**src/rtl/ts_start_code_indexer_macros.svh**
```systemverilog
// assertion macros for the start code indexer
`ifndef TS_START_CODE_INDEXER_MACROS_SVH
`define TS_START_CODE_INDEXER_MACROS_SVH
`ifndef SYNTHESIS
`define TSI_ASSERT(lbl, clk, rst_n, prop, msg) \
    lbl: assert property (@(posedge clk) disable iff (!rst_n) prop) else $error(msg);
`define TSI_ASSERT_NR(lbl, clk, prop, msg) \
    lbl: assert property (@(posedge clk) prop) else $error(msg);
`else
`define TSI_ASSERT(lbl, clk, rst_n, prop, msg)
`define TSI_ASSERT_NR(lbl, clk, prop, msg)
`endif
`endif

```
**src/rtl/tsi_pkg.sv**
```systemverilog
`default_nettype none
package tsi_pkg;
    localparam int OFFSET_BITS = 48;
    localparam int PTS_BITS = 33;
    localparam logic [8:0] NO_POS = 9'd511;
    localparam logic [7:0] SYNC_BYTE = 8'h47;
    localparam logic [1:0] REG_PID = 2'd0;
    localparam logic [1:0] REG_STREAM_TYPE = 2'd1;
    localparam logic [1:0] REG_PREFIX = 2'd2;
    localparam logic [1:0] ST_MPEG2 = 2'd0;
    localparam logic [1:0] ST_H264 = 2'd1;

    // a classified byte handed from the front to the scanner
    typedef struct packed {
        logic [7:0]             data;
        logic                   scan;   // scan window position p valid
        logic                   last;   // last scan position of packet
        logic [7:0]             pos;    // scan position p
        logic [OFFSET_BITS-1:0] pkt_start;
        logic                   pts_valid;
        logic [PTS_BITS-1:0]    pts;
        logic                   hdr4;
        logic [PTS_BITS-1:0]    held_pts;
        logic                   held_valid;
        logic                   win_shift;
    } t_work;

    typedef struct packed {
        logic                   entry_valid;
        logic [OFFSET_BITS-1:0] entry_offset;
        logic [63:0]            entry_data;
        logic                   point_valid;
        logic [OFFSET_BITS-1:0] point_offset;
        logic [PTS_BITS-1:0]    point_pts;
        logic [PTS_BITS-1:0]    recent_pts;
        logic                   recent_pts_valid;
    } t_result;
endpackage
`default_nettype wire

```
**src/rtl/tsi_front.sv**
```systemverilog
`default_nettype none
module tsi_front (
    input  wire logic                            i_clk,
    input  wire logic                            i_rst_n,
    input  wire logic                            i_cfg_we,
    input  wire logic [1:0]                      i_cfg_idx,
    input  wire logic [13:0]                     i_cfg_data,
    input  wire logic                            i_valid,
    input  wire logic [7:0]                      i_byte,
    input  wire logic [tsi_pkg::OFFSET_BITS-1:0] i_offset,
    input  wire logic                            i_more_set,
    output logic [1:0]                           o_stream_type,
    output tsi_pkg::t_work                       o_work
);
    logic [13:0] r_pid;
    logic [1:0]  r_stype;
    logic        r_prefix;
    logic [7:0]  r_pos;
    logic [2:0]  r_fill;
    logic [7:0]  r_h1, r_h3;
    logic [7:0]  r_h2;
    logic        r_taken;
    logic [8:0]  r_pay, r_pes;
    logic [7:0]  r_flags;
    logic [tsi_pkg::PTS_BITS-1:0] r_pts, r_held;
    logic        r_pts_v, r_held_v, r_more;
    logic [tsi_pkg::OFFSET_BITS-1:0] r_start;

    logic [7:0] n_pos;
    logic [2:0] n_fill;
    logic [7:0] n_h1, n_h2, n_h3;
    logic       n_taken, n_pts_v, n_held_v, n_more;
    logic [8:0] n_pay, n_pes;
    logic [7:0] n_flags;
    logic [tsi_pkg::PTS_BITS-1:0] n_pts, n_held;
    logic [tsi_pkg::OFFSET_BITS-1:0] n_start;
    logic [2:0] hdr;
    logic [7:0] psize, j;
    logic [8:0] d, v;
    logic [12:0] ppid;
    logic want, more_clr;
    tsi_pkg::t_work w;

    assign o_stream_type = r_stype;
    assign o_work = w;

    // a wanted packet header consumes a pending continuation request
    assign n_more = more_clr ? 1'b0 : (r_more | i_more_set);

    always_comb begin
        hdr = r_prefix ? 3'd4 : 3'd0;
        psize = r_prefix ? 8'd192 : 8'd188;
        n_pos = r_pos; n_fill = r_fill;
        n_h1 = r_h1; n_h2 = r_h2; n_h3 = r_h3;
        n_taken = r_taken; n_pay = r_pay; n_pes = r_pes; n_flags = r_flags;
        n_pts = r_pts; n_pts_v = r_pts_v; n_held = r_held; n_held_v = r_held_v;
        n_start = r_start;
        j = (r_pos >= {5'd0, hdr}) ? r_pos - {5'd0, hdr} : 8'd0;
        d = {1'b0, j} - r_pes;
        v = 9'd0; ppid = 13'd0; want = 1'b0; more_clr = 1'b0;
        w = '0;
        w.data = i_byte;
        w.hdr4 = r_prefix;
        if (i_valid) begin
            if (r_pos == 8'd0) begin
                if (i_byte == tsi_pkg::SYNC_BYTE && r_fill >= hdr) begin
                    n_start = i_offset - {{(tsi_pkg::OFFSET_BITS-3){1'b0}}, hdr};
                    n_pos = {5'd0, hdr} + 8'd1;
                    n_taken = 1'b0; n_pay = tsi_pkg::NO_POS; n_pes = tsi_pkg::NO_POS;
                    n_flags = 8'd0; n_pts = '0; n_pts_v = 1'b0;
                end else if (r_fill < 3'd4) begin
                    n_fill = r_fill + 3'd1;
                end
            end else begin
                w.win_shift = 1'b1;
                if (r_pos >= {5'd0, hdr} && j <= 8'd3) begin
                    if (j == 8'd1) n_h1 = i_byte;
                    if (j == 8'd2) n_h2 = i_byte;
                    if (j == 8'd3) begin
                        n_h3 = i_byte;
                        ppid = {r_h1[4:0], r_h2};
                        want = ({1'b0, ppid} == r_pid) &&
                               (r_more || r_h1[6] || r_stype == tsi_pkg::ST_MPEG2);
                        n_taken = 1'b0;
                        if (want) begin
                            more_clr = 1'b1;
                            if (i_byte[4] && i_byte[7:6] == 2'b00) begin
                                n_taken = 1'b1;
                                if (!i_byte[5]) begin
                                    if (r_h1[6]) begin
                                        n_pes = 9'd4; n_pay = tsi_pkg::NO_POS;
                                    end else n_pay = 9'd4;
                                end
                            end
                        end
                    end
                end else if (r_pos >= {5'd0, hdr} && r_taken) begin
                    if (j == 8'd4 && r_h3[5]) begin
                        v = 9'd5 + {1'b0, i_byte};
                        if (v > 9'd188) n_taken = 1'b0;
                        else if (r_h1[6]) begin
                            n_pes = v; n_pay = tsi_pkg::NO_POS;
                        end else n_pay = v;
                    end else if (r_h1[6] && r_pes <= 9'd187 && {1'b0, j} >= r_pes) begin
                        if (d <= 9'd1) begin
                            if (i_byte != 8'd0) n_taken = 1'b0;
                        end else if (d == 9'd2) begin
                            if (i_byte != 8'd1) n_taken = 1'b0;
                        end else if (d == 9'd7) begin
                            n_flags = i_byte;
                        end else if (d == 9'd8) begin
                            v = r_pes + 9'd9 + {1'b0, i_byte};
                            n_pay = (r_pes + 9'd9 + {1'b0, i_byte} < r_pes) ?
                                tsi_pkg::NO_POS : v;
                        end else if (d >= 9'd9 && d <= 9'd13 && r_flags[7]) begin
                            case (d[3:0])
                                4'd9:  n_pts = {i_byte[3:1], 30'd0};
                                4'd10: n_pts = r_pts | {3'd0, i_byte, 22'd0};
                                4'd11: n_pts = r_pts | {11'd0, i_byte[7:1], 15'd0};
                                4'd12: n_pts = r_pts | {18'd0, i_byte, 7'd0};
                                default: begin
                                    n_pts = r_pts | {26'd0, i_byte[7:1]};
                                    n_pts_v = 1'b1; n_held = n_pts; n_held_v = 1'b1;
                                end
                            endcase
                        end
                    end
                    if (n_taken && j >= 8'd5) begin
                        w.pos = j - 8'd5;
                        w.scan = ({1'b0, j - 8'd5} >= n_pay) && (j - 8'd5 <= 8'd182);
                        w.last = (j == 8'd187) && (n_pay <= 9'd183);
                    end
                end
                if (r_pos + 8'd1 >= psize) begin
                    n_pos = 8'd0; n_fill = 3'd0;
                end else n_pos = r_pos + 8'd1;
            end
        end
        // a write to the pid, stream type or prefix register restarts the sync search
        if (i_cfg_we && i_cfg_idx inside {tsi_pkg::REG_PID, tsi_pkg::REG_STREAM_TYPE,
                                          tsi_pkg::REG_PREFIX}) begin
            n_pos = 8'd0; n_fill = 3'd0;
        end
        w.pkt_start = n_start;
        w.pts = n_pts;
        w.pts_valid = n_pts_v;
        w.held_pts = n_held;
        w.held_valid = n_held_v;
    end

    always_ff @(posedge i_clk) begin
        if (!i_rst_n) begin
            r_pid <= 14'd8192; r_stype <= 2'd2; r_prefix <= 1'b0;
            r_pos <= 8'd0; r_fill <= 3'd0; r_taken <= 1'b0;
            r_pay <= tsi_pkg::NO_POS; r_pes <= tsi_pkg::NO_POS; r_flags <= 8'd0;
            r_pts <= '0; r_pts_v <= 1'b0; r_held <= '0; r_held_v <= 1'b0;
            r_more <= 1'b0; r_start <= '0;
            r_h1 <= 8'd0; r_h2 <= 8'd0; r_h3 <= 8'd0;
        end else begin
            r_taken <= n_taken; r_pay <= n_pay; r_pes <= n_pes; r_flags <= n_flags;
            r_pts <= n_pts; r_pts_v <= n_pts_v; r_held <= n_held; r_held_v <= n_held_v;
            r_more <= n_more; r_start <= n_start;
            r_h1 <= n_h1; r_h2 <= n_h2; r_h3 <= n_h3;
            r_pos <= n_pos; r_fill <= n_fill;
            if (i_cfg_we) begin
                case (i_cfg_idx)
                    tsi_pkg::REG_PID:         r_pid <= i_cfg_data;
                    tsi_pkg::REG_STREAM_TYPE: r_stype <= i_cfg_data[1:0];
                    tsi_pkg::REG_PREFIX:      r_prefix <= i_cfg_data[0];
                    default: ;
                endcase
            end
        end
    end
endmodule
`default_nettype wire

```
**src/rtl/tsi_scan.sv**
```systemverilog
`default_nettype none
// scanner: runs the six-byte window and forms result items
module tsi_scan (
    input  wire logic             i_clk,
    input  wire logic             i_rst_n,
    input  wire logic             i_valid,
    input  wire logic [1:0]       i_stream_type,
    input  wire tsi_pkg::t_work   i_work,
    output logic                  o_more_set,
    output tsi_pkg::t_result      o_result
);
    logic [7:0] r_win [6];
    logic [7:0] s [6];
    tsi_pkg::t_result res;
    logic more;
    logic [tsi_pkg::OFFSET_BITS-1:0] base;

    always_comb begin
        for (int i = 0; i < 5; i++) s[i] = r_win[i+1];
        s[5] = i_work.data;
        res = '0;
        more = 1'b0;
        base = i_work.pkt_start + {{(tsi_pkg::OFFSET_BITS-3){1'b0}}, i_work.hdr4, 2'b00};
        res.recent_pts = i_work.held_pts;
        res.recent_pts_valid = i_work.held_valid;
        if (i_valid && i_work.scan && s[0] == 8'd0 && s[1] == 8'd0 && s[2] == 8'd1) begin
            if (i_stream_type == tsi_pkg::ST_MPEG2) begin
                if (s[3] == 8'h00 || s[3] == 8'hb3 || s[3] == 8'hb8) begin
                    if (s[3] == 8'hb3 && i_work.pts_valid) begin
                        res.point_valid = 1'b1;
                        res.point_offset = i_work.pkt_start;
                        res.point_pts = i_work.pts;
                    end
                    res.entry_valid = 1'b1;
                    res.entry_offset = base +
                        {{(tsi_pkg::OFFSET_BITS-8){1'b0}}, i_work.pos};
                    res.entry_data = {32'd0, 8'd0, s[5], s[4], s[3]};
                end
            end else if (i_stream_type == tsi_pkg::ST_H264) begin
                if (s[3] == 8'h09) begin
                    res.entry_valid = 1'b1;
                    res.entry_offset = base +
                        {{(tsi_pkg::OFFSET_BITS-8){1'b0}}, i_work.pos};
                    res.entry_data = {48'd0, s[4], s[3]};
                    if (s[4][7:5] == 3'd0 && i_work.pts_valid) begin
                        res.point_valid = 1'b1;
                        res.point_offset = i_work.pkt_start;
                        res.point_pts = i_work.pts;
                    end
                end
            end
        end
        if (i_valid && i_work.last && s[1] == 8'd0 && s[2] == 8'd0 && s[3] == 8'd1 &&
            i_stream_type == tsi_pkg::ST_MPEG2 &&
            (s[4] == 8'h00 || s[4] == 8'hb3 || s[4] == 8'hb8)) begin
            more = 1'b1;
            if (s[4] == 8'hb3 && i_work.pts_valid) begin
                res.point_valid = 1'b1;
                res.point_offset = i_work.pkt_start;
                res.point_pts = i_work.pts;
            end
        end
        if (res.entry_valid && i_work.pts_valid)
            res.entry_data = res.entry_data | {i_work.pts, 31'd0} | 64'h1000000;
    end

    assign o_result = res;
    assign o_more_set = more;

    always_ff @(posedge i_clk) begin
        if (!i_rst_n) begin
            for (int i = 0; i < 6; i++) r_win[i] <= 8'd0;
        end else if (i_valid && i_work.win_shift) begin
            for (int i = 0; i < 5; i++) r_win[i] <= r_win[i+1];
            r_win[5] <= i_work.data;
        end
    end
endmodule
`default_nettype wire

```
**src/rtl/tsi_fifo.sv**
```systemverilog
`default_nettype none
`include "ts_start_code_indexer_macros.svh"
// two-entry result queue
module tsi_fifo (
    input  wire logic            i_clk,
    input  wire logic            i_rst_n,
    input  wire logic            i_push,
    input  wire tsi_pkg::t_result i_data,
    input  wire logic            i_pop,
    output logic                 o_full,
    output logic                 o_empty,
    output tsi_pkg::t_result     o_data
);
    tsi_pkg::t_result r_mem [2];
    logic r_wp, r_rp;
    logic [1:0] r_cnt;
    logic do_pop;

    assign o_full = r_cnt == 2'd2;
    assign o_empty = r_cnt == 2'd0;
    assign o_data = r_mem[r_rp];
    assign do_pop = i_pop && !o_empty;

    always_ff @(posedge i_clk) begin
        if (i_push) r_mem[r_wp] <= i_data;
        if (!i_rst_n) begin
            r_wp <= 1'b0; r_rp <= 1'b0; r_cnt <= 2'd0;
        end else begin
            if (i_push) r_wp <= ~r_wp;
            if (do_pop) r_rp <= ~r_rp;
            r_cnt <= r_cnt + {1'b0, i_push} - {1'b0, do_pop};
        end
    end

    `TSI_ASSERT(a_no_overflow, i_clk, i_rst_n, i_push |-> !o_full, "push while full")
    `TSI_ASSERT(a_cnt_range, i_clk, i_rst_n, r_cnt != 2'd3, "count out of range")
    `TSI_ASSERT(a_ptr_match, i_clk, i_rst_n, (r_cnt != 2'd1) || (r_wp != r_rp), "pointers")
endmodule
`default_nettype wire

```
**src/rtl/ts_start_code_indexer.sv**
```systemverilog
`default_nettype none
// channel   | handshake       | payload
// input     | i_push / o_full | i_stream_byte, i_byte_offset
// result    | o_empty / i_pop | entry, point, recent pts
// config    | i_cfg_we        | i_cfg_idx, i_cfg_data
// one byte per cycle while the queue is not full; each accepted byte gives one result
// the front parser and window scanner handle each byte combinationally; their state is registered
// a two-entry result queue decouples the sides; full stalls input
// synchronous active-low reset; no clearing pass
module ts_start_code_indexer (
    input  wire logic                              i_clk,
    input  wire logic                              i_rst_n,
    input  wire logic                              i_cfg_we,
    input  wire logic [1:0]                        i_cfg_idx,
    input  wire logic [13:0]                       i_cfg_data,
    input  wire logic                              i_push,
    output logic                                   o_full,
    input  wire logic [7:0]                        i_stream_byte,
    input  wire logic [tsi_pkg::OFFSET_BITS-1:0]   i_byte_offset,
    output logic                                   o_empty,
    input  wire logic                              i_pop,
    output logic                                   o_entry_valid,
    output logic [tsi_pkg::OFFSET_BITS-1:0]        o_entry_offset,
    output logic [63:0]                            o_entry_data,
    output logic                                   o_point_valid,
    output logic [tsi_pkg::OFFSET_BITS-1:0]        o_point_offset,
    output logic [tsi_pkg::PTS_BITS-1:0]           o_point_pts,
    output logic [tsi_pkg::PTS_BITS-1:0]           o_recent_pts,
    output logic                                   o_recent_pts_valid
);
    logic acc, more;
    logic [1:0] st;
    tsi_pkg::t_work w;
    tsi_pkg::t_result res, q;

    assign acc = i_push && !o_full;

    tsi_front u_front (
        .i_clk, .i_rst_n, .i_cfg_we, .i_cfg_idx, .i_cfg_data,
        .i_valid(acc), .i_byte(i_stream_byte), .i_offset(i_byte_offset),
        .i_more_set(more), .o_stream_type(st), .o_work(w)
    );
    tsi_scan u_scan (
        .i_clk, .i_rst_n, .i_valid(acc), .i_stream_type(st), .i_work(w),
        .o_more_set(more), .o_result(res)
    );
    tsi_fifo u_fifo (
        .i_clk, .i_rst_n, .i_push(acc), .i_data(res), .i_pop,
        .o_full, .o_empty, .o_data(q)
    );

    assign o_entry_valid = q.entry_valid;
    assign o_entry_offset = q.entry_offset;
    assign o_entry_data = q.entry_data;
    assign o_point_valid = q.point_valid;
    assign o_point_offset = q.point_offset;
    assign o_point_pts = q.point_pts;
    assign o_recent_pts = q.recent_pts;
    assign o_recent_pts_valid = q.recent_pts_valid;
endmodule
`default_nettype wire

```
**config.mk**
```make
export PLATFORM = sky130hd
export DESIGN_NAME = ts_start_code_indexer
export DESIGN_NICKNAME = d
export VERILOG_FILES = /design/src/rtl/tsi_pkg.sv /design/src/rtl/tsi_front.sv /design/src/rtl/tsi_scan.sv /design/src/rtl/tsi_fifo.sv /design/src/rtl/ts_start_code_indexer.sv
export VERILOG_INCLUDE_DIRS = /design/src /design/src/rtl
export SDC_FILE = /design/constraint.sdc
export NUM_CORES = 1
export LEC_CHECK = 0
export BUFFER_PORTS_ARGS = -buffer_cell sky130_fd_sc_hd__buf_4
export CORE_MARGIN = 5
export CORE_UTILIZATION = 50
export DETAILED_ROUTE_END_ITERATION = 16
export PLACE_DENSITY = 0.69
export SYNTH_ARGS = -nofsm -noshare
export SYNTH_HDL_FRONTEND = slang
export SYNTH_HIERARCHICAL = 1
export SYNTH_SLANG_ARGS = --single-unit
```
**constraint.sdc**
```tcl
create_clock -name i_clk -period 14.3 [get_ports i_clk]
set_input_delay 1.43 -clock i_clk [delete_from_list [all_inputs] [get_ports i_clk]]
set_output_delay 1.43 -clock i_clk [all_outputs]
set_load 0.1 [all_outputs]
```
==> metrics <==
status completed; worst hold path class reg2reg; Slew @ Worst Pin 1.22 ns; row count 93; hold wc startpoint u_front/r_pid[8]; hold-fix buffers at CTS 0; final worst slack 5.67 ns; first-pass GRT wire length 130000 um; number of synthesized register bits 683; Lkg Pwr 14.1 nW; ys flop type edfxtp_1; fin crit share 60.4%; Tot GR Track Use 23.6%; critical path's largest stage delay 0.75 ns; Post-CTS Setup Bufs 0; Post-synth EDFFs 498; Final ANT Viol Nets 0; Final Hold Vio Count 0; Worst Clk Skew 0.0161 ns; final wirelength 85400 um; vias per inst 5.69; Filler cells 5277; Die H 264 um; Reg2Reg Depth 32; WP data arrival 8.93 ns; PwrDens 177 nW/um^2; syn_area_per_cell 12.1 um^2; total CTS buffers 75; Synth warnings 6; Post-synth ARST share 0%; Hold Path Depth 2; Worst Hold Path EP u_front/r_pid[8]; grt total ovfl 0; Place WS 5.81 ns; Slew Limit Fails 0; peak supply drop 0.000118 V; MaxCap Viol Count 0; port buffer count 307; final count of negative-setup-slack endpoints 0; wl on met1 37000 um; initial core utilization 50.3%; I/O pins 308; Top Metal Used met4; core region area 64200 um^2; via count of the first global-routing pass 21600; htree depth 3; crit path capture type flop; Layout area overhead 15.3%; dpl hpwl 58200 um; synthesized instance count 2678; Root Buffer clkbuf_16; DR WL/cell 22.3 um; startpoint types flop; Fmax 116 MHz; worst r2r src u_front/r_prefix; CP max stage cell xnor2_1; Cell variety after synth 91; drt drc 0; reg2reg end u_fifo/r_mem[1][207]; WL met2 41800 um; Pre-antenna DRT Iters 6; Num Clock Sinks 683; flop2flop setup slack 5.67 ns; DR iter-0 viols 1640; Slew headroom 18.6%; full die area 69800 um^2; layout cells sized above 1 25.2%; antenna diode count 0; CTS tree yes; GPL Wtd Cong 0.889; CTS resizes 0; Die Width 264 um; fraction of the yosys area taken by sequential cells 57.7%; CP required 14.60 ns; RSZ-0062 raised after global routing no; vias 21800; minimum clock period 8.63 ns; Clk Latency, worst-skew pair 0.60 ns; crit path max fanout 64; Crit Path Category reg2reg; clock slew at reported path FFs 0.06 ns; initial antenna violation count 1; largest net degree at the start of global routing 79; Fin Setup TNS 0 ns; utilization after layout 58.0%; CP most frequent cell a21o_1; Synth Cell Area 32300 um^2; CTS max path bufs 3; Layout Nets 3076; WL met3 5040 um
==> per-stage QoR <==
stage / total power [mW] / cell area (um^2) / instances / hold WS [ns]
2_1_floorplan: 4.37 / 32400 / 2685 / 0.436
3_3_place_gp: 4.77 / 34900 / 3696 / 0.449
3_5_place_dp: 4.78 / 34900 / 3696 / 0.462
4_1_cts: 6.67 / 37300 / 3832 / 0.468
5_1_grt: 6.81 / 37300 / 3832 / 0.480
6_report: 6.61 / 37300 / 3832 / 0.467
==> worst max-delay path: cells and delay by family, from the launching register on <==
family / cells / cell delay (ns)
flip-flops: 1 / 0.53
buffers and inverters: 2 / 0.80
AND/OR/NAND/NOR: 14 / 2.92
XOR/XNOR: 2 / 0.92
adder cells (fa/ha/maj): 5 / 1.43
AO/OA/AOI/OAI: 9 / 1.60
==> layout make-up <==
class,count,area [um^2],area share (%)
clock buffers,108,2110,5.67
clock inverters,28,284,0.762
inverters,64,240,0.645
multi-input cells,1752,12300,33.1
flip-flops and latches,683,18700,50.1
well taps,855,1070,2.87
repair buffers,342,2570,6.89
==> Yosys cell counts, drive strengths merged (26+ instances only) <==
cell | count | area (um^2)
edfxtp | 498 | 15000
mux2 | 256 | 2880
nor2 | 243 | 920
nand2 | 205 | 772
dfxtp | 185 | 3700
and2 | 171 | 1070
buf | 105 | 857
a21oi | 98 | 494
o21ai | 86 | 442
clkbuf | 81 | 304
ha | 77 | 963
inv | 64 | 240
and3 | 58 | 363
xor2 | 57 | 507
xnor2 | 53 | 464
nor3 | 46 | 273
nor4 | 28 | 200
nand4 | 27 | 188
nand3 | 26 | 130
==> report_power, final <==
| part | total [mW] | internal (mW) | switching (mW) |
|---|---|---|---|
| clock | 1.89 | 1.12 | 0.768 |
| combinational | 2.34 | 0.495 | 1.85 |
| sequential | 2.38 | 2.32 | 0.0626 |
| total | 6.61 | 3.93 | 2.68 |
==> state kept, by name (all words and copies together), names as in the netlist, 2 cells and up, named ones only <==
| signal | cells |
|---|---|
| u_fifo/r_mem | 458 |
| u_front/r_start | 48 |
| u_scan/r_win | 40 |
| u_front/r_held | 33 |
| u_front/r_pts | 33 |
| u_front/r_pid | 14 |
| u_front/r_pay | 9 |
| u_front/r_pes | 9 |
| u_front/r_h2 | 8 |
| u_front/r_pos | 8 |
| u_front/r_h1 | 6 |
| u_front/r_fill | 3 |
| u_fifo/r_cnt | 2 |
| u_front/o_stream_type | 2 |
==> kinds of logic after synthesis <==
family / Yosys count / synth area share [%]
buffers and inverters: 250 / 4.33
adder cells (fa/ha/maj): 82 / 3.26
AND/OR/NAND/NOR: 927 / 14.9
multiplexers: 273 / 9.44
flip-flops: 683 / 57.7
XOR/XNOR: 111 / 3.07
other: 1 / 0.0116
AO/OA/AOI/OAI: 351 / 7.23
==> layout by cell type (no fill, tap or decap), types with 58 or more instances in the layout <==
master,synthesis,routed
edfxtp_1,498,498
nand2_1,204,204
a21oi_1,97,97
and2_1,171,170
dfxtp_1,185,184
o21ai_0,80,80
ha_1,77,77
buf_4,61,342
and3_1,58,58
mux2_2,248,248
clkbuf_16,0,77
nor2_1,242,242
inv_1,63,63
==> worst max path at each step <==
stage	from	endpoint	slack (ns)	depth (start not counted)
finish	u_front/r_prefix	u_fifo/r_mem[1][207]	5.67	32
global route	u_front/r_prefix	u_fifo/r_mem[0][191]	5.03	32
CTS	u_front/r_prefix	u_fifo/r_mem[1][205]	5.73	32
detailed placement	u_front/r_prefix	u_fifo/r_mem[1][207]	5.81	32
global placement	i_stream_byte[3]	u_fifo/r_mem[0][201]	5.97	34
floorplan	i_push	u_fifo/r_wp	1.68	3
==> routing by layer <==
layer	track usage, %	up-vias
met5	0	-
met4	5.08	0
met3	3.87	104
met2	39.5	691
met1	32.7	10900
li1	-	10100
No activity file was read; power rests on OpenSTA's default activity.
